==> config.mk <==
export PLATFORM = sky130hd
export DESIGN_NAME = fflsh_div
export DESIGN_NICKNAME = d
export VERILOG_FILES = /design/src/rtl/fflsh_pkg.sv /design/src/rtl/fflsh_div.sv
export SDC_FILE = /design/constraint.sdc
export NUM_CORES = 2
export LEC_CHECK = 0
export ABC_AREA = 1
export BUFFER_PORTS_ARGS = -buffer_cell sky130_fd_sc_hd__buf_4
export CORE_MARGIN = 5
export CORE_UTILIZATION = 44
export CTS_CLUSTER_DIAMETER = 120
export DETAILED_ROUTE_END_ITERATION = 12
export PLACE_DENSITY = 0.68
export SLEW_MARGIN = 15
export SYNTH_ARGS = -nofsm -noshare
export SYNTH_HDL_FRONTEND = slang
export SYNTH_SLANG_ARGS = --single-unit
==> constraint.sdc <==
create_clock -name clk -period 49.6 [get_ports clk]
set_input_delay 2.48 -clock clk [delete_from_list [all_inputs] [get_ports clk]]
set_output_delay 2.48 -clock clk [all_outputs]
set_load 0.03 [all_outputs]
==> src/rtl/fflsh_pkg.sv <==
`timescale 1ns / 1ps
`default_nettype none

package fflsh_pkg;

  localparam int VERT_W  = 16;
  localparam int EDGE_W  = 17;
  localparam int PROD_W  = 34;
  localparam int NORM_W  = 35;
  localparam int NMAG_W  = 34;
  localparam int MMAG_W  = 30;
  localparam int MSG_W   = 31;
  localparam int SQP_W   = 60;
  localparam int DOTP_W  = 47;
  localparam int SQ_W    = 62;
  localparam int DOT_W   = 48;
  localparam int ROOT_W  = 31;
  localparam int SREM_W  = 33;
  localparam int DREM_W  = 47;
  localparam int DIFF_W  = 16;
  localparam int WGT_W   = 15;
  localparam int DPROD_W = 31;
  localparam int LIGHT_W = 18;
  localparam int CPROD_W = 26;
  localparam int FRAC_W  = 14;
  localparam int CH_W    = 8;

  localparam logic [2:0] REG_SUN_X   = 3'd0;
  localparam logic [2:0] REG_SUN_Y   = 3'd1;
  localparam logic [2:0] REG_SUN_Z   = 3'd2;
  localparam logic [2:0] REG_AMBIENT = 3'd3;
  localparam logic [2:0] REG_DIFFUSE = 3'd4;

  localparam logic signed [VERT_W-1:0] SUN_X_RST   = 16'sd9339;
  localparam logic signed [VERT_W-1:0] SUN_Y_RST   = 16'sd12124;
  localparam logic signed [VERT_W-1:0] SUN_Z_RST   = 16'sd5898;
  localparam logic [WGT_W-1:0]         AMBIENT_RST = 15'd6226;
  localparam logic [WGT_W-1:0]         DIFFUSE_RST = 15'd10158;

  typedef struct packed {
    logic [CH_W-1:0]          base_red;
    logic [CH_W-1:0]          base_green;
    logic [CH_W-1:0]          base_blue;
    logic signed [VERT_W-1:0] vert0_x;
    logic signed [VERT_W-1:0] vert0_y;
    logic signed [VERT_W-1:0] vert0_z;
    logic signed [VERT_W-1:0] vert1_x;
    logic signed [VERT_W-1:0] vert1_y;
    logic signed [VERT_W-1:0] vert1_z;
    logic signed [VERT_W-1:0] vert2_x;
    logic signed [VERT_W-1:0] vert2_y;
    logic signed [VERT_W-1:0] vert2_z;
  } in_beat_t;

  typedef struct packed {
    logic [CH_W-1:0] lit_red;
    logic [CH_W-1:0] lit_green;
    logic [CH_W-1:0] lit_blue;
  } out_beat_t;

  typedef struct packed {
    logic [CH_W-1:0] r;
    logic [CH_W-1:0] g;
    logic [CH_W-1:0] b;
  } rgb_t;

  typedef struct packed {
    logic signed [VERT_W-1:0] sun_x;
    logic signed [VERT_W-1:0] sun_y;
    logic signed [VERT_W-1:0] sun_z;
    logic [WGT_W-1:0]         ambient_weight;
    logic [WGT_W-1:0]         diffuse_weight;
  } shade_cfg_t;

  typedef struct packed {
    logic [SREM_W-1:0] rem;
    logic [ROOT_W-1:0] root;
  } sqrt_acc_t;

  typedef struct packed {
    logic [DREM_W-1:0] rem;
    logic [DIFF_W-1:0] q;
  } div_acc_t;

  // one root digit: bring down two radicand bits, try (root<<2)|1
  function automatic sqrt_acc_t sqrt_step(sqrt_acc_t a, logic [1:0] pair);
    logic [SREM_W+1:0] cur;
    logic [SREM_W+1:0] trial;
    sqrt_acc_t         o;
    cur   = {a.rem, pair};
    trial = {2'b00, a.root, 2'b01};
    if (cur >= trial) begin
      o.rem  = SREM_W'(cur - trial);
      o.root = {a.root[ROOT_W-2:0], 1'b1};
    end else begin
      o.rem  = cur[SREM_W-1:0];
      o.root = {a.root[ROOT_W-2:0], 1'b0};
    end
    return o;
  endfunction

  // one restoring quotient bit at weight 2^sh
  function automatic div_acc_t div_step(div_acc_t a, logic [ROOT_W-1:0] len, int sh);
    logic [DREM_W-1:0] dvs;
    div_acc_t          o;
    dvs = DREM_W'(len) << sh;
    o   = a;
    if (a.rem >= dvs) begin
      o.rem = a.rem - dvs;
      o.q   = {a.q[DIFF_W-2:0], 1'b1};
    end else begin
      o.q   = {a.q[DIFF_W-2:0], 1'b0};
    end
    return o;
  endfunction

endpackage

`default_nettype wire

==> src/rtl/fflsh_div.sv <==
`timescale 1ns / 1ps
`default_nettype none

module fflsh_div (
  input  logic                                clk,
  input  logic                                rst_n,
  input  logic                                up_vld,
  output logic                                up_rdy,
  input  logic [fflsh_pkg::ROOT_W-1:0]        up_len,
  input  logic signed [fflsh_pkg::DOT_W-1:0]  up_dot,
  input  fflsh_pkg::rgb_t                     up_rgb,
  output logic                                dn_vld,
  input  logic                                dn_rdy,
  output logic [fflsh_pkg::DIFF_W-1:0]        dn_diff,
  output fflsh_pkg::rgb_t                     dn_rgb
);
  import fflsh_pkg::*;

  // one setup stage, then two quotient bits per stage
  localparam int NQ  = DIFF_W / 2;
  localparam int NST = NQ + 1;

  logic [NST-1:0]    v_r;
  logic [NST-1:0]    en;
  div_acc_t          acc_q  [NST];
  logic [ROOT_W-1:0] len_q  [NST];
  logic              zero_q [NST];
  logic              sat_q  [NST];
  rgb_t              rgb_q  [NST];

  div_acc_t          acc0_r;
  logic [ROOT_W-1:0] len0_r;
  logic              zero0_r, sat0_r;
  rgb_t              rgb0_r;

  assign en[NST-1] = !v_r[NST-1] || dn_rdy;
  for (genvar i = 0; i < NST-1; i++) begin : g_en
    assign en[i] = !v_r[i] || en[i+1];
  end

  always_ff @(posedge clk) begin
    if (!rst_n) begin
      v_r <= '0;
    end else begin
      if (en[0]) v_r[0] <= up_vld;
      for (int i = 1; i < NST; i++) begin
        if (en[i]) v_r[i] <= v_r[i-1];
      end
    end
  end

  // face turned away, zero dot or degenerate normal give no diffuse light;
  // a quotient of 2^16 or more saturates
  always_ff @(posedge clk) begin
    if (en[0]) begin
      zero0_r    <= up_dot[DOT_W-1] || (up_dot == '0) || (up_len == '0);
      sat0_r     <= up_dot[DREM_W-1:0] >= {up_len, {DIFF_W{1'b0}}};
      acc0_r.rem <= up_dot[DREM_W-1:0];
      acc0_r.q   <= '0;
      len0_r     <= up_len;
      rgb0_r     <= up_rgb;
    end
  end

  assign acc_q[0]  = acc0_r;
  assign len_q[0]  = len0_r;
  assign zero_q[0] = zero0_r;
  assign sat_q[0]  = sat0_r;
  assign rgb_q[0]  = rgb0_r;

  for (genvar s = 1; s < NST; s++) begin : g_st
    div_acc_t          acc_mid, acc_nxt, acc_r;
    logic [ROOT_W-1:0] len_r;
    logic              zero_r, sat_r;
    rgb_t              rgb_r;

    assign acc_mid = div_step(acc_q[s-1], len_q[s-1], DIFF_W + 1 - 2*s);
    assign acc_nxt = div_step(acc_mid, len_q[s-1], DIFF_W - 2*s);

    always_ff @(posedge clk) begin
      if (en[s]) begin
        acc_r  <= acc_nxt;
        len_r  <= len_q[s-1];
        zero_r <= zero_q[s-1];
        sat_r  <= sat_q[s-1];
        rgb_r  <= rgb_q[s-1];
      end
    end

    assign acc_q[s]  = acc_r;
    assign len_q[s]  = len_r;
    assign zero_q[s] = zero_r;
    assign sat_q[s]  = sat_r;
    assign rgb_q[s]  = rgb_r;
  end

  assign up_rdy  = en[0];
  assign dn_vld  = v_r[NST-1];
  assign dn_diff = zero_q[NST-1] ? '0 : (sat_q[NST-1] ? '1 : acc_q[NST-1].q);
  assign dn_rgb  = rgb_q[NST-1];

endmodule

`default_nettype wire

==> flow_summary.json <==
{
  "max_freq_mhz": 93.8,
  "synth_async_sr_flop_share_pct": 0,
  "fill_cells": 15901,
  "synth_area_leader_cell": "edfxtp_1",
  "path_common_cell": "nor2_1",
  "place_congestion": 0.978,
  "relSlewSlack_pct": 17.3,
  "maxCapViolations": 0,
  "dr_wl_met3_mm": 12.0,
  "dp_hpwl_mm": 198,
  "synth_ff_type": "edfxtp_1",
  "setup_tns_ns": 0,
  "cp-end-kind": "output port",
  "synth-adder-area-share_pct": 9.71,
  "wire_per_inst_um": 20.1,
  "cts_tree": "done",
  "setup_ws_ns": 38.94,
  "ir_worst_vdd_v": 0.0000517,
  "synth_xor_area_share_pct": 5.14,
  "post-route-period-util_pct": 21.5,
  "antenna_found_initial": 5,
  "first_pass_iters": 6,
  "synth_top_area_share_pct": 39.3,
  "cts_hold_buffers": 0,
  "power_density_mw_per_mm2": 79.6,
  "coreArea_mm2": 0.161,
  "cts_buffers": 101,
  "synthesis.area_mm2": 0.0710,
  "die_h_um": 412,
  "met1_length_mm": 100,
  "hold_class": "reg2reg",
  "synth-seq-cells": 939,
  "drt-initial-drc-count": 5569,
  "synth.area.mux_share_pct": 0,
  "setup_viol": 0,
  "skew_ns": 0.0518,
  "synth_top_family_by_area": "simple AND/OR/NAND/NOR gates",
  "cp.required_ns": 47.12,
  "hold_viol": 0,
  "max_stage_delay_ns": 0.70,
  "avgSynthCellArea_um2": 7.64,
  "cts_setup_buffers": 0,
  "grt_usage_pct": 27.0,
  "final_cell_mix": "2,783 x nand2_1, 1,295 x inv_1, 930 x edfxtp_1",
  "synth-seq-area-share_pct": 39.6,
  "fin_nets": 10106,
  "wl_mm": 236,
  "final_area_mm2": 0.0779,
  "finalPower_mw": 6.20,
  "crit_chain": "buf_4 -> nor2_1 -> inv_2 -> nor2_1 -> inv_4 -> nor2_1 -> inv_4 -> nor2_1 -> inv_4 -> nor2_1 -> inv_4 -> nor2_1 -> inv_4 -> nor2_1 -> inv_4 -> nor2_1 -> nand2_4 -> buf_4",
  "drive_gt1_share_pct": 5.38,
  "drcViolationCount": 0,
  "vias_per_cell": 5.38,
  "fin_hold_ws_ns": 0.411,
  "worstSetupStartpointType": "primary input",
  "fp.dieW_um": 412,
  "rsz0062_at_grt": "no",
  "period_needed_ns": 10.66,
  "leakagePower_nw": 35.8,
  "place_ws_ns": 38.79,
  "start_util_pct": 44.2,
  "seq_area_mm2": 0.0281,
  "grt_pass1_wl_mm": 354,
  "cts_sinks": 939,
  "ctsResizeCount": 0,
  "worstPathArrival_ns": 8.18,
  "multi_input_area_mm2": 0.0372,
  "yosysUniqueCellTypes": 62,
  "wl_met2_mm": 114,
  "path_max_fanout": 53,
  "maxSlewViolCount": 0,
  "num_rows": 147,
  "synthesis.instances": 9298,
  "dieArea_mm2": 0.169,
  "synth_compound_area_share_pct": 11.1,
  "ios": 149,
  "clk_pin_slew_ns": 0.06,
  "yosysWarnings": 0,
  "worstSkewPairLatency_ns": 0.73,
  "critPathSlowestCell": "inv_2",
  "tightest_slew_ns": 1.23,
  "dpl_cell_area_mm2": 0.0744,
  "synth_fp_nets": 9947,
  "netlist_top_cells_area": "edfxtp_1 39%, nand2_1 15%, ha_1 9.3%",
  "critPathKind": "in2out",
  "yosys.area_share.simple_pct": 26.4,
  "run_status": "complete, no violations",
  "grt_pass1_vias": 60203,
  "syn_to_final_growth_pct": 9.69,
  "num_vias": 63015,
  "clockBufferDepth": 3,
  "htreeDepth": 3,
  "ant_nets": 0,
  "clock-root-buffer": "clkbuf_16",
  "portBuffers": 148,
  "synth-edff-count": 930,
  "layout_commonest_cell": "nand2_1",
  "grt_max_degree": 87,
  "gr-total-overflow": 0,
  "top_layer_used": "met5"
}
-- layout make-up --
type | count | area share (%)
multi-input combinational | 6903 | 47.8
sequential | 939 | 36.1
inverter | 1338 | 6.47
tap | 2160 | 3.47
clock buffer | 120 | 3.34
timing repair buffer | 174 | 1.68
clock inverter | 69 | 1.18
antenna | 3 | 0.00964
-- layer usage --
metal / up-vias / track usage, %
li1: 31184 / -
met1: 29481 / 34.6
met2: 1918 / 47.5
met3: 428 / 2.97
met4: 4 / 9.32
met5: - / 0
-- synthesized netlist by cell type, drive strengths merged, types with 9 or more instances --
cell and instances:
nor2 870, a21boi 15, buf 63, clkbuf 55, o21ai 549, dfxtp 9
xor2 223, a211oi 9, edfxtp 930, inv 1335, nand3b 23, nor3 95
fa 15, ha 527, nand4 194, or2 27, nand2 2824, xnor2 194
nor4 53, a21oi 643, a31oi 55, nand3 398, o21a 28, o211ai 17
o21bai 58, a21o 41
-- registers in the layout (all words and copies together) (netlist names) --
register     cells
g_st.len_r     217
dn_rgb          24
sat0_r           1
acc_q          401
g_st.sat_r       8
rgb0_r          24
g_st.zero_r      8
v_r              9
g_st.rgb_r     168
zero0_r          1
len0_r          31
acc0_r          47
-- critical path: cells and delay by family --
family        cells  cell delay [ns]
simple gates      9             1.73
buf+inv           9             3.85
-- power breakdown --
part	internal (mW)	switching, mW	total (mW)
registers	1.18	0.155	1.34
logic	1.37	2.71	4.08
clock network	0.451	0.333	0.784
-- worst paths after layout --
check / start / end / slack [ns] / cells past startpoint
worst min register to register: g_st[6].rgb_r[21] / g_st[7].rgb_r[21] / 0.41 / 0
worst max-delay path: dn_rdy / up_rdy / 38.94 / 18
worst max register to register: g_st[3].len_r[0] / acc_q[309] / 42.60 / 31
worst min-delay path: g_st[6].rgb_r[21] / g_st[7].rgb_r[21] / 0.41 / 0
-- stage by stage --
step                std cells  util, %
finish                  11706     48.5
global route            11703     48.5
CTS                     11703     48.5
detailed placement      11514     46.3
global placement        11514     46.3
floorplan                9298        -
-- cells by family (layout without fill, tap and decap cells) --
kind of cell	after synthesis	after routing
AO/OA/AOI/OAI	1443	1443
XOR/XNOR	417	417
adder cells (fa/ha/maj)	542	542
buffers and inverters	1456	1701
flip-flops	939	939
other	0	3
AND/OR/NAND/NOR	4501	4501
Power figures use the tool's default switching activity.
