<file path="src/rtl/fflsh_pkg.sv">
`timescale 1ns / 1ps
`default_nettype none

package fflsh_pkg;

  localparam int VERT_W  = 16;
  localparam int EDGE_W  = 17;
  localparam int PROD_W  = 34;
  localparam int NORM_W  = 35;
  localparam int NMAG_W  = 34;
  localparam int MMAG_W  = 30;
  localparam int MSG_W   = 31;
  localparam int SQP_W   = 60;
  localparam int DOTP_W  = 47;
  localparam int SQ_W    = 62;
  localparam int DOT_W   = 48;
  localparam int ROOT_W  = 31;
  localparam int SREM_W  = 33;
  localparam int DREM_W  = 47;
  localparam int DIFF_W  = 16;
  localparam int WGT_W   = 15;
  localparam int DPROD_W = 31;
  localparam int LIGHT_W = 18;
  localparam int CPROD_W = 26;
  localparam int FRAC_W  = 14;
  localparam int CH_W    = 8;

  localparam logic [2:0] REG_SUN_X   = 3'd0;
  localparam logic [2:0] REG_SUN_Y   = 3'd1;
  localparam logic [2:0] REG_SUN_Z   = 3'd2;
  localparam logic [2:0] REG_AMBIENT = 3'd3;
  localparam logic [2:0] REG_DIFFUSE = 3'd4;

  localparam logic signed [VERT_W-1:0] SUN_X_RST   = 16'sd9339;
  localparam logic signed [VERT_W-1:0] SUN_Y_RST   = 16'sd12124;
  localparam logic signed [VERT_W-1:0] SUN_Z_RST   = 16'sd5898;
  localparam logic [WGT_W-1:0]         AMBIENT_RST = 15'd6226;
  localparam logic [WGT_W-1:0]         DIFFUSE_RST = 15'd10158;

  typedef struct packed {
    logic [CH_W-1:0]          base_red;
    logic [CH_W-1:0]          base_green;
    logic [CH_W-1:0]          base_blue;
    logic signed [VERT_W-1:0] vert0_x;
    logic signed [VERT_W-1:0] vert0_y;
    logic signed [VERT_W-1:0] vert0_z;
    logic signed [VERT_W-1:0] vert1_x;
    logic signed [VERT_W-1:0] vert1_y;
    logic signed [VERT_W-1:0] vert1_z;
    logic signed [VERT_W-1:0] vert2_x;
    logic signed [VERT_W-1:0] vert2_y;
    logic signed [VERT_W-1:0] vert2_z;
  } in_beat_t;

  typedef struct packed {
    logic [CH_W-1:0] lit_red;
    logic [CH_W-1:0] lit_green;
    logic [CH_W-1:0] lit_blue;
  } out_beat_t;

  typedef struct packed {
    logic [CH_W-1:0] r;
    logic [CH_W-1:0] g;
    logic [CH_W-1:0] b;
  } rgb_t;

  typedef struct packed {
    logic signed [VERT_W-1:0] sun_x;
    logic signed [VERT_W-1:0] sun_y;
    logic signed [VERT_W-1:0] sun_z;
    logic [WGT_W-1:0]         ambient_weight;
    logic [WGT_W-1:0]         diffuse_weight;
  } shade_cfg_t;

  typedef struct packed {
    logic [SREM_W-1:0] rem;
    logic [ROOT_W-1:0] root;
  } sqrt_acc_t;

  typedef struct packed {
    logic [DREM_W-1:0] rem;
    logic [DIFF_W-1:0] q;
  } div_acc_t;

  // one root digit: bring down two radicand bits, try (root<<2)|1
  function automatic sqrt_acc_t sqrt_step(sqrt_acc_t a, logic [1:0] pair);
    logic [SREM_W+1:0] cur;
    logic [SREM_W+1:0] trial;
    sqrt_acc_t         o;
    cur   = {a.rem, pair};
    trial = {2'b00, a.root, 2'b01};
    if (cur >= trial) begin
      o.rem  = SREM_W'(cur - trial);
      o.root = {a.root[ROOT_W-2:0], 1'b1};
    end else begin
      o.rem  = cur[SREM_W-1:0];
      o.root = {a.root[ROOT_W-2:0], 1'b0};
    end
    return o;
  endfunction

  // one restoring quotient bit at weight 2^sh
  function automatic div_acc_t div_step(div_acc_t a, logic [ROOT_W-1:0] len, int sh);
    logic [DREM_W-1:0] dvs;
    div_acc_t          o;
    dvs = DREM_W'(len) << sh;
    o   = a;
    if (a.rem >= dvs) begin
      o.rem = a.rem - dvs;
      o.q   = {a.q[DIFF_W-2:0], 1'b1};
    end else begin
      o.q   = {a.q[DIFF_W-2:0], 1'b0};
    end
    return o;
  endfunction

endpackage

`default_nettype wire

</file>
<file path="src/rtl/fflsh_shade.sv">
`timescale 1ns / 1ps
`default_nettype none

module fflsh_shade (
  input  logic                          clk,
  input  logic                          rst_n,
  input  fflsh_pkg::shade_cfg_t         cfg,
  input  logic                          up_vld,
  output logic                          up_rdy,
  input  logic [fflsh_pkg::DIFF_W-1:0]  up_diff,
  input  fflsh_pkg::rgb_t               up_rgb,
  output logic                          dn_vld,
  input  logic                          dn_rdy,
  output fflsh_pkg::out_beat_t          dn_data
);
  import fflsh_pkg::*;

  localparam int NST = 4;

  logic [NST-1:0]     v_r;
  logic [NST-1:0]     en;
  rgb_t               rgb_r [NST-2];
  logic [DPROD_W-1:0] dprod_r;
  logic [LIGHT_W-1:0] light_r;
  logic [CPROD_W-1:0] cprod_r [3];
  logic [CH_W-1:0]    ch_r [3];
  logic [CH_W-1:0]    ch_nxt [3];
  logic [CPROD_W-FRAC_W-1:0] ch_full;

  assign en[NST-1] = !v_r[NST-1] || dn_rdy;
  for (genvar i = 0; i < NST-1; i++) begin : g_en
    assign en[i] = !v_r[i] || en[i+1];
  end

  always_ff @(posedge clk) begin
    if (!rst_n) begin
      v_r <= '0;
    end else begin
      if (en[0]) v_r[0] <= up_vld;
      for (int i = 1; i < NST; i++) begin
        if (en[i]) v_r[i] <= v_r[i-1];
      end
    end
  end

  always_comb begin
    ch_full = '0;
    for (int i = 0; i < 3; i++) begin
      ch_full   = cprod_r[i][CPROD_W-1:FRAC_W];
      ch_nxt[i] = (ch_full > (CPROD_W-FRAC_W)'({CH_W{1'b1}})) ? '1 : ch_full[CH_W-1:0];
    end
  end

  always_ff @(posedge clk) begin
    if (en[0]) begin
      dprod_r  <= DPROD_W'(cfg.diffuse_weight) * DPROD_W'(up_diff);
      rgb_r[0] <= up_rgb;
    end
    if (en[1]) begin
      light_r  <= LIGHT_W'(cfg.ambient_weight) + LIGHT_W'(dprod_r >> FRAC_W);
      rgb_r[1] <= rgb_r[0];
    end
    if (en[2]) begin
      cprod_r[0] <= CPROD_W'(rgb_r[1].r) * CPROD_W'(light_r);
      cprod_r[1] <= CPROD_W'(rgb_r[1].g) * CPROD_W'(light_r);
      cprod_r[2] <= CPROD_W'(rgb_r[1].b) * CPROD_W'(light_r);
    end
    if (en[3]) begin
      for (int i = 0; i < 3; i++) begin
        ch_r[i] <= ch_nxt[i];
      end
    end
  end

  assign up_rdy            = en[0];
  assign dn_vld            = v_r[NST-1];
  assign dn_data.lit_red   = ch_r[0];
  assign dn_data.lit_green = ch_r[1];
  assign dn_data.lit_blue  = ch_r[2];

endmodule

`default_nettype wire

</file>
<file path="config.mk">
export PLATFORM = sky130hd
export DESIGN_NAME = fflsh_shade
export DESIGN_NICKNAME = d
export VERILOG_FILES = /design/src/rtl/fflsh_pkg.sv /design/src/rtl/fflsh_shade.sv
export SDC_FILE = /design/constraint.sdc
export NUM_CORES = 2
export LEC_CHECK = 0
export BUFFER_PORTS_ARGS = -buffer_cell sky130_fd_sc_hd__buf_2
export CAP_MARGIN = 20
export CORE_MARGIN = 2
export CORE_UTILIZATION = 28
export DETAILED_ROUTE_END_ITERATION = 7
export SLEW_MARGIN = 25
export SYNTH_ARGS = -nofsm -noshare
export SYNTH_HDL_FRONTEND = slang
export SYNTH_SLANG_ARGS = --single-unit
</file>
<file path="constraint.sdc">
create_clock -name clk -period 5.9 [get_ports clk]
set_input_delay 0.59 -clock clk [delete_from_list [all_inputs] [get_ports clk]]
set_output_delay 0.59 -clock clk [all_outputs]
set_load 0.1 [all_outputs]
</file>
==> results.py <==
metrics = {
    "clocking": {
        "post_cts_resized": 0,
        "cts_hold_buf": 0,
        "cts-root-buf": "clkbuf_16",
        "clock-sinks": 147,
        "postCtsSetupBuffers": 0,
        "cts_buffers": 17,
        "cts_tree": "done",
        "path_clk_slew_ns": 0.06,
        "clk_latency_ns": 0.48,
        "htreeDepth": 4,
        "clock_path_buffers": 2,
    },
    "worst_setup_path": {
        "endpoint_kind": "register",
        "crit_path_start_kind": "input port",
        "worstPathRequired_ns": 6.13,
        "critPathMaxFanout": 9,
        "critical_path_arrival_ns": 5.86,
        "critical_path_class": "in2reg",
    },
    "sta": {
        "finalHoldViolations": 0,
        "slew_headroom_pct": 44.0,
        "timing.hold.ws_ns": 0.287,
        "rsz0062_at_grt": "no",
        "post-route-period-util_pct": 95.4,
        "fin_setup_tns_ns": 0,
        "finalMaxSlewViolations": 0,
        "finalClockSkew_ns": 0.0167,
        "fin_crit_ns": 5.63,
        "setup_viol_count_final": 0,
        "tightest_slew_ns": 0.840,
        "fmax_mhz": 178,
    },
    "synth": {
        "synth_top_family_by_area": "adder cells",
        "synth_compound_area_share_pct": 5.06,
        "synthAdderAreaFrac_pct": 49.0,
        "synthCells": 2575,
        "syn_avg_cell_area_sq_um": 9.73,
        "synth_area_leaders": "fa_1, edfxtp_1, ha_1",
        "synth.ff_latch_count": 147,
        "synth_enable_flop_cells": 143,
        "synthMuxAreaShare_pct": 0.0400,
        "mappedNetlistNets": 3398,
        "yosys_warnings": 0,
        "yosys.area_share.simple_pct": 17.5,
        "synth-main-ff-cell": "edfxtp_1",
        "synth_top_cell_area_share_pct": 37.2,
        "synth_seq_area_share_pct": 17.5,
        "synth_xor_xnor_area_share_pct": 1.92,
        "async_flop_share_pct": 0,
        "synth_area_leader_cell": "fa_1",
        "netlist_area_sq_um": 25000,
        "synth_cell_type_count": 60,
    },
    "floorplanning": {
        "core-area_sq_um": 88500,
        "pin_count": 148,
        "num_rows": 109,
        "fp.dieW_um": 303,
        "die_h_um": 303,
        "initial_core_util_pct": 28.3,
        "dieArea_sq_um": 91900,
    },
    "global_route": {
        "grt_first_pass_wirelength_um": 96000,
        "grt_usage_pct": 13.2,
        "grt_max_degree": 43,
        "grt_overflow": 0,
        "antenna_found_initial": 5,
        "grt_pass1_vias": 18700,
    },
    "route": {
        "via_per_inst": 4.40,
        "dr.pass1.iters": 5,
        "wl_um": 56800,
        "drtIter0Drc": 659,
        "final_antenna_net_count": 0,
        "vias": 17100,
        "drc": 0,
        "routedWlPerCell_um": 14.6,
    },
    "layout": {
        "fillCellCount": 9060,
        "antenna_cells": 0,
        "layout-drive-gt1-share_pct": 10.2,
        "syn_to_final_growth_pct": 12.4,
        "final_util_pct": 31.8,
        "multi_input_area_sq_um": 18400,
        "final-seq-area_sq_um": 4370,
        "nNetsFinal": 3530,
    },
    "placement": {
        "gp_congestion": 0.814,
        "hpwlAfterDp_um": 47700,
        "port_buffers": 99,
    },
    "flow_run": {
        "maxCapViolations": 0,
    },
    "hold_path": {
        "hold_class": "in2reg",
    },
    "outcome": {
        "status": "completed",
    },
}
==> synth_stat cells, types with 3 or more instances <==
library cell / instances
nand2b_1: 27
edfxtp_1: 143
fa_1: 465
a211oi_1: 6
inv_1: 499
xnor2_1: 37
o21bai_1: 9
nand3_1: 17
o21ai_0: 34
clkbuf_1: 104
a31oi_1: 5
nor2_1: 50
a21boi_0: 6
dfxtp_1: 4
and3_1: 9
nand4b_1: 4
nor2b_1: 12
o21a_1: 11
a21oi_1: 65
a21o_1: 20
nor3_1: 17
xor2_1: 18
o211ai_1: 7
or3_1: 3
nor4_1: 7
o22ai_1: 3
o21ai_1: 6
nand4_1: 12
and2_1: 333
nand2_1: 372
ha_1: 236
==> worst paths after layout <==
| path | slack [ns] | end | from | cells after the start |
|---|---|---|---|---|
| worst max-delay path | 0.27 | dprod_r[27] | cfg[0] | 23 |
| worst min-delay path | 0.29 | rgb_r[0][21] | up_rgb[21] | 1 |
| worst max register to register | 0.50 | cprod_r[0][77] | light_r[2] | 17 |
| worst min register to register | 0.42 | rgb_r[0][25] | rgb_r[0][1] | 0 |
==> registers in the layout (all words and copies together) (netlist names) <==
register,flops
light_r,18
ch_r,24
dprod_r,17
cprod_r,36
rgb_r,48
v_r,4
==> critical path, stage by stage <==
cell and delay (ns):
buf_2 0.15, buf_4 0.17, and2_1 0.17, fa_1 0.53
inv_1 0.06, fa_1 0.53, inv_1 0.06, fa_1 0.45
ha_1 0.30, fa_1 0.48, inv_1 0.05, fa_1 0.47
inv_1 0.04, ha_1 0.29, a21oi_1 0.15, o21ai_0 0.12
buf_4 0.14, a22oi_1 0.33, a21oi_2 0.16, a21oi_2 0.23
o21ai_2 0.11, a21oi_1 0.20, xnor2_1 0.08
==> routing by layer <==
metal  global-route usage, %  vias up  wire length (um)
li1                        -     8156                 -
met1                    16.9     8631             25800
met5                       0        -                18
met3                    1.95       46              1960
met2                    23.3      245             28200
met4                    2.98        4               765
==> stage by stage <==
stage	cell area [sq um]	std cells	setup WS, ns
floorplan	25100	2575	0.00705
global placement	27500	3852	-0.347
detailed placement	27500	3853	-0.391
CTS	28100	3885	0.175
global route	28100	3885	0.00496
finish	28100	3885	0.270
==> kinds of logic (layout without fill, tap and decap cells) <==
kind of cell / Yosys count / count (layout)
xor gates and xnor gates: 55 / 55
muxes: 1 / 1
DFF: 147 / 147
AOI/OAI and AO/OA: 196 / 196
and+or+nand+nor: 871 / 871
adders and majority gates: 701 / 701
buffers and inverters: 604 / 749
==> area by class of cell <==
type | instances | area share (%)
tap | 1165 | 5.18
multi-input combinational | 1824 | 65.5
sequential | 147 | 15.5
clock buffer | 20 | 1.59
inverter | 499 | 6.65
clock inverter | 12 | 0.471
timing repair buffer | 218 | 5.02
==> placed cells by master, fill, tap and decap left out, types with 6 or more instances in the layout <==
cell type / synthesis / final
inv_1: 499 / 497
fa_1: 465 / 465
nand2_1: 372 / 371
and2_1: 333 / 333
ha_1: 236 / 236
edfxtp_1: 143 / 143
buf_4: 0 / 117
buf_2: 0 / 99
a21oi_1: 65 / 62
nor2_1: 50 / 49
xnor2_1: 37 / 37
o21ai_0: 34 / 33
nand2b_1: 27 / 27
a21o_1: 20 / 20
xor2_1: 18 / 18
nand3_1: 17 / 17
clkbuf_16: 0 / 17
nor3_1: 17 / 16
nor2b_1: 12 / 12
nand4_1: 12 / 12
o21a_1: 11 / 11
and3_1: 9 / 9
o21bai_1: 9 / 9
o211ai_1: 7 / 7
a211oi_1: 6 / 6
o21ai_1: 6 / 6
Power is left out: the tool's default activity adds up to more than one toggle a clock period on the data nets, which glitch-free logic cannot reach.
