==> config.mk <==
export PLATFORM = sky130hd
export DESIGN_NAME = fflsh_sqrt
export DESIGN_NICKNAME = d
export VERILOG_FILES = /design/src/rtl/fflsh_pkg.sv /design/src/rtl/fflsh_sqrt.sv
export SDC_FILE = /design/constraint.sdc
export NUM_CORES = 2
export LEC_CHECK = 0
export BUFFER_PORTS_ARGS = -buffer_cell sky130_fd_sc_hd__buf_4
export CAP_MARGIN = 20
export CELL_PAD_IN_SITES_DETAIL_PLACEMENT = 0
export CELL_PAD_IN_SITES_GLOBAL_PLACEMENT = 1
export CORE_MARGIN = 3
export CORE_UTILIZATION = 35
export CTS_BUF_LIST = sky130_fd_sc_hd__clkbuf_16
export DETAILED_ROUTE_END_ITERATION = 8
export GPL_TIMING_DRIVEN = 0
export PLACE_DENSITY_LB_ADDON = 0.12
export SKIP_LAST_GASP = 1
export SLEW_MARGIN = 5
export SYNTH_ARGS = -nofsm -noshare
export SYNTH_HDL_FRONTEND = slang
export SYNTH_SLANG_ARGS = --single-unit
==> constraint.sdc <==
create_clock -name clk -period 9 [get_ports clk]
set_input_delay 0.45 -clock clk [delete_from_list [all_inputs] [get_ports clk]]
set_output_delay 0.45 -clock clk [all_outputs]
set_load 0.005 [all_outputs]
==> src/rtl/fflsh_pkg.sv <==
`timescale 1ns / 1ps
`default_nettype none

package fflsh_pkg;

  localparam int VERT_W  = 16;
  localparam int EDGE_W  = 17;
  localparam int PROD_W  = 34;
  localparam int NORM_W  = 35;
  localparam int NMAG_W  = 34;
  localparam int MMAG_W  = 30;
  localparam int MSG_W   = 31;
  localparam int SQP_W   = 60;
  localparam int DOTP_W  = 47;
  localparam int SQ_W    = 62;
  localparam int DOT_W   = 48;
  localparam int ROOT_W  = 31;
  localparam int SREM_W  = 33;
  localparam int DREM_W  = 47;
  localparam int DIFF_W  = 16;
  localparam int WGT_W   = 15;
  localparam int DPROD_W = 31;
  localparam int LIGHT_W = 18;
  localparam int CPROD_W = 26;
  localparam int FRAC_W  = 14;
  localparam int CH_W    = 8;

  localparam logic [2:0] REG_SUN_X   = 3'd0;
  localparam logic [2:0] REG_SUN_Y   = 3'd1;
  localparam logic [2:0] REG_SUN_Z   = 3'd2;
  localparam logic [2:0] REG_AMBIENT = 3'd3;
  localparam logic [2:0] REG_DIFFUSE = 3'd4;

  localparam logic signed [VERT_W-1:0] SUN_X_RST   = 16'sd9339;
  localparam logic signed [VERT_W-1:0] SUN_Y_RST   = 16'sd12124;
  localparam logic signed [VERT_W-1:0] SUN_Z_RST   = 16'sd5898;
  localparam logic [WGT_W-1:0]         AMBIENT_RST = 15'd6226;
  localparam logic [WGT_W-1:0]         DIFFUSE_RST = 15'd10158;

  typedef struct packed {
    logic [CH_W-1:0]          base_red;
    logic [CH_W-1:0]          base_green;
    logic [CH_W-1:0]          base_blue;
    logic signed [VERT_W-1:0] vert0_x;
    logic signed [VERT_W-1:0] vert0_y;
    logic signed [VERT_W-1:0] vert0_z;
    logic signed [VERT_W-1:0] vert1_x;
    logic signed [VERT_W-1:0] vert1_y;
    logic signed [VERT_W-1:0] vert1_z;
    logic signed [VERT_W-1:0] vert2_x;
    logic signed [VERT_W-1:0] vert2_y;
    logic signed [VERT_W-1:0] vert2_z;
  } in_beat_t;

  typedef struct packed {
    logic [CH_W-1:0] lit_red;
    logic [CH_W-1:0] lit_green;
    logic [CH_W-1:0] lit_blue;
  } out_beat_t;

  typedef struct packed {
    logic [CH_W-1:0] r;
    logic [CH_W-1:0] g;
    logic [CH_W-1:0] b;
  } rgb_t;

  typedef struct packed {
    logic signed [VERT_W-1:0] sun_x;
    logic signed [VERT_W-1:0] sun_y;
    logic signed [VERT_W-1:0] sun_z;
    logic [WGT_W-1:0]         ambient_weight;
    logic [WGT_W-1:0]         diffuse_weight;
  } shade_cfg_t;

  typedef struct packed {
    logic [SREM_W-1:0] rem;
    logic [ROOT_W-1:0] root;
  } sqrt_acc_t;

  typedef struct packed {
    logic [DREM_W-1:0] rem;
    logic [DIFF_W-1:0] q;
  } div_acc_t;

  // one root digit: bring down two radicand bits, try (root<<2)|1
  function automatic sqrt_acc_t sqrt_step(sqrt_acc_t a, logic [1:0] pair);
    logic [SREM_W+1:0] cur;
    logic [SREM_W+1:0] trial;
    sqrt_acc_t         o;
    cur   = {a.rem, pair};
    trial = {2'b00, a.root, 2'b01};
    if (cur >= trial) begin
      o.rem  = SREM_W'(cur - trial);
      o.root = {a.root[ROOT_W-2:0], 1'b1};
    end else begin
      o.rem  = cur[SREM_W-1:0];
      o.root = {a.root[ROOT_W-2:0], 1'b0};
    end
    return o;
  endfunction

  // one restoring quotient bit at weight 2^sh
  function automatic div_acc_t div_step(div_acc_t a, logic [ROOT_W-1:0] len, int sh);
    logic [DREM_W-1:0] dvs;
    div_acc_t          o;
    dvs = DREM_W'(len) << sh;
    o   = a;
    if (a.rem >= dvs) begin
      o.rem = a.rem - dvs;
      o.q   = {a.q[DIFF_W-2:0], 1'b1};
    end else begin
      o.q   = {a.q[DIFF_W-2:0], 1'b0};
    end
    return o;
  endfunction

endpackage

`default_nettype wire

==> src/rtl/fflsh_sqrt.sv <==
`timescale 1ns / 1ps
`default_nettype none

module fflsh_sqrt (
  input  logic                                clk,
  input  logic                                rst_n,
  input  logic                                up_vld,
  output logic                                up_rdy,
  input  logic [fflsh_pkg::SQ_W-1:0]          up_sq,
  input  logic signed [fflsh_pkg::DOT_W-1:0]  up_dot,
  input  fflsh_pkg::rgb_t                     up_rgb,
  output logic                                dn_vld,
  input  logic                                dn_rdy,
  output logic [fflsh_pkg::ROOT_W-1:0]        dn_len,
  output logic signed [fflsh_pkg::DOT_W-1:0]  dn_dot,
  output fflsh_pkg::rgb_t                     dn_rgb
);
  import fflsh_pkg::*;

  // two root bits per stage, one in the last stage
  localparam int NST = (ROOT_W + 1) / 2;

  logic [NST-1:0]          v_r;
  logic [NST-1:0]          en;
  sqrt_acc_t               acc_q [NST];
  logic [SQ_W-1:0]         x_q   [NST];
  logic signed [DOT_W-1:0] dot_q [NST];
  rgb_t                    rgb_q [NST];

  assign en[NST-1] = !v_r[NST-1] || dn_rdy;
  for (genvar i = 0; i < NST-1; i++) begin : g_en
    assign en[i] = !v_r[i] || en[i+1];
  end

  always_ff @(posedge clk) begin
    if (!rst_n) begin
      v_r <= '0;
    end else begin
      if (en[0]) v_r[0] <= up_vld;
      for (int i = 1; i < NST; i++) begin
        if (en[i]) v_r[i] <= v_r[i-1];
      end
    end
  end

  for (genvar s = 0; s < NST; s++) begin : g_st
    sqrt_acc_t               acc_in, acc_mid, acc_nxt, acc_r;
    logic [SQ_W-1:0]         x_in, x_r;
    logic signed [DOT_W-1:0] dot_in, dot_r;
    rgb_t                    rgb_in, rgb_r;

    if (s == 0) begin : g_first
      assign acc_in = '0;
      assign x_in   = up_sq;
      assign dot_in = up_dot;
      assign rgb_in = up_rgb;
    end else begin : g_next
      assign acc_in = acc_q[s-1];
      assign x_in   = x_q[s-1];
      assign dot_in = dot_q[s-1];
      assign rgb_in = rgb_q[s-1];
    end

    assign acc_mid = sqrt_step(acc_in, x_in[SQ_W-1-4*s -: 2]);
    if (2*s + 1 < ROOT_W) begin : g_two
      assign acc_nxt = sqrt_step(acc_mid, x_in[SQ_W-3-4*s -: 2]);
    end else begin : g_one
      assign acc_nxt = acc_mid;
    end

    always_ff @(posedge clk) begin
      if (en[s]) begin
        acc_r <= acc_nxt;
        x_r   <= x_in;
        dot_r <= dot_in;
        rgb_r <= rgb_in;
      end
    end

    assign acc_q[s] = acc_r;
    assign x_q[s]   = x_r;
    assign dot_q[s] = dot_r;
    assign rgb_q[s] = rgb_r;
  end

  assign up_rdy = en[0];
  assign dn_vld = v_r[NST-1];
  assign dn_len = acc_q[NST-1].root;
  assign dn_dot = dot_q[NST-1];
  assign dn_rgb = rgb_q[NST-1];

endmodule

`default_nettype wire

==> results.toml <==
[outcome]
outcome = "complete, no violations"

[drt]
antenna_left = 0
wirelength_mm = 308
wl_per_cell_um = 21.8
drt-initial-drc-count = 5291
vias_per_cell = 5.13
vias = 72500
firstDrtPassIters = 6
drc = 0

[job]
maxCapViolCount = 0

[finish]
final_nets = 10300
final_layout_size_suffix_gt1_frac = 0.0951
area_growth_pct = 16.2
multi_input_area_um2 = 39200
fillers = 30000
ff_latch_area_um2 = 70700

[yosys]
synth_cell_types = 111
synthesis.area_um2 = 113000
yosys.area.top_type_share = 0.624
ys_async_sr_fraction = 0
yosysWarnings = 0
synthFlopType = "edfxtp_1"
ys_ff_latch = 2360
yosysTopAreaCell = "edfxtp_1"
synth.top_cells.by_area = "edfxtp_1 (62%), ha_1 (5.8%), xnor2_1 (3.4%)"
post_synth_inst_count = 8938
syn_avg_cell_area_um2 = 12.6
ys_seq_area_frac = 0.627
synth-edff-count = 2344

[sta]
period_share = 0.955
finalSetupViolCount = 0
fin_setup_tns_ns = 0
skew_ns = 0.0795
slew-limit-headroom = 0.172
final_max_slew_viol_count = 0
period_needed_ns = 8.59
report.final.hold_viol_count = 0
tightest_slew_ns = 1.23
clock.fmax_ghz = 0.116

[worst_setup_path]
end_kind = "flop"
path_class = "reg2reg"
start_kind = "flop"
cp_slowest_cell = "a311oi_1"
cp.arrival_ns = 9.27
required_ns = 9.67
crit_fanout = 10
critical_path.max_stage_delay_ns = 0.80

[cts]
clock_path_buffers = 4
postCtsSetupBuffers = 0
cts_sinks = 2360
cts_root_buffer = "clkbuf_16"
cts_buffers = 275
cts_max_level = 5
path_clk_slew_ns = 0.06
cts_tree = "built"
clock_latency_ns = 0.89

[floorplan]
chipHeight_um = 574
io_pins = 243
dieArea_um2 = 329000
floorplan.rows = 207
coreArea_um2 = 319000
die_w_um = 574
initial_core_util = 0.353

[global_routing]
grt_pass1_vias = 71700
antenna_found_initial = 21
grt_max_degree = 96
grt_pass1_wl_mm = 459
grt-ovfl-total = 0
track_usage = 0.182

[pwr]
p_per_area_nw_per_um2 = 244
p_leak_nw = 51.8
power_mw = 32.0
peakVddDrop_mv = 0.147
switching_share = 0.296
power_frac_seq = 0.452
comb_power_share = 0.212
p_clk_frac = 0.336
p_int_mw = 22.5
p_sw_mw = 9.47

[placed_design]
post-dp-hpwl_mm = 234
gp_congestion = 0.893
io_buffers = 242

[worst_hold_path]
hold_class = "in2reg"
-- critical path: cells and delay by family, from the launching register on --
family / cells / cell delay [ns]
adders and majority gates: 2 / 0.77
buffers and inverters: 6 / 1.93
and+or+nand+nor: 7 / 1.81
DFF: 1 / 0.47
AOI/OAI and AO/OA: 10 / 3.42
-- area by class of cell --
type                    count  area share
well taps                4284      0.0409
clock inverters           215      0.0137
flip-flops and latches   2360       0.540
clock buffers             279      0.0533
repair buffers            412      0.0301
inverters                 491      0.0146
plain buffers             233     0.00802
diodes                      4   0.0000764
multi-input cells        5852       0.299
-- power groups by stage --
stage | Combinational [mW] | Clock, mW | Sequential (mW)
floorplan | 4.94 | 0 | 14.2
global placement | 6.67 | 0 | 14.7
detailed placement | 6.68 | 0 | 14.7
CTS | 6.78 | 11.2 | 14.5
global route | 7.57 | 11.6 | 14.6
finish | 6.78 | 10.8 | 14.5
-- cells by family after synthesis --
group / count (synthesis) / share of synthesized area
AND/OR/NAND/NOR: 2556 / 0.114
buffers and inverters: 727 / 0.0256
AO/OA/AOI/OAI: 1985 / 0.113
XOR/XNOR: 692 / 0.0538
flip-flops: 2360 / 0.627
multiplexers: 93 / 0.00901
other: 1 / 0.0000333
adder cells (fa/ha/maj): 524 / 0.0582
-- sequential cells by signal, summed over array words and instances, names as in the netlist --
signal / flops
acc_q: 711
dn_dot: 48
dn_len: 31
dn_rgb: 24
g_st.dot_in: 48
g_st.dot_r: 672
g_st.rgb_in: 24
g_st.rgb_r: 336
g_st.x_in: 22
g_st.x_r: 428
v_r: 16
-- final timing paths --
check                               from                           to  slack [ns]  depth (start not counted)
max reg2reg         acc_q[212]$_DFFE_PP_         acc_q[181]$_DFFE_PP_        0.41                         25
max                 acc_q[212]$_DFFE_PP_         acc_q[181]$_DFFE_PP_        0.41                         25
min reg2reg  g_st[7].rgb_r[11]$_DFFE_PP_  g_st[8].rgb_r[11]$_DFFE_PP_        0.38                          0
min                            up_dot[2]   g_st[0].dot_r[2]$_DFFE_PP_        0.28                          2
-- per-stage QoR --
stage / hold WS [ns] / cell area (um2) / worst slack, ns / instances / utilization
6_report: 0.280 / 131000 / 0.406 / 14100 / 0.410
5_1_grt: 0.209 / 131000 / -0.00449 / 14100 / 0.410
4_1_cts: 0.175 / 131000 / 0.0166 / 14100 / 0.410
3_5_place_dp: 0.405 / 121000 / -0.900 / 13500 / 0.378
3_3_place_gp: 0.400 / 120000 / -3.98 / 13500 / 0.375
2_1_floorplan: 0.400 / 113000 / 1.06 / 8939 / -
-- per-layer routing --
layer  vias to the layer above  wire, um  GRT usage
li1                      35000         -          -
met1                     35500    146000      0.260
met2                      1578    142000      0.293
met3                       402     12500     0.0225
met4                         0      7840     0.0478
met5                         -         0          0
-- synth_stat cells (all sizes together) (107+ instances only) --
master  number
edfxtp    2344
nand2      649
nor2       637
a21oi      613
ha         524
inv        487
o21ai      451
xnor2      440
xor2       252
nor3       215
a21o       213
nand3      171
clkbuf     161
nand4      110
nor2b      107
-- cell usage in the layout, fill, tap and decap left out, types with 150 or more instances in the layout --
master | Yosys | layout
nand2_1 | 647 | 641
a21oi_1 | 612 | 612
clkbuf_16 | 0 | 279
a21o_1 | 213 | 213
nor3_1 | 208 | 207
buf_4 | 31 | 274
inv_1 | 478 | 519
ha_1 | 524 | 524
xor2_1 | 252 | 252
clkbuf_1 | 161 | 150
edfxtp_1 | 2344 | 2344
nand3_1 | 170 | 170
o21ai_0 | 444 | 444
xnor2_1 | 440 | 440
nor2_1 | 636 | 636
-- repair_timing --
| action | 4_1_cts | 5_1_grt |
|---|---|---|
| gates resized for setup | 10 | 16 |
| gates cloned | 0 | 0 |
| hold endpoints to repair | 143 | 0 |
| hold buffers | 139 | 0 |
| endpoints found under the setup margin | 54 | 89 |
No activity file was read; power rests on OpenSTA's default activity.
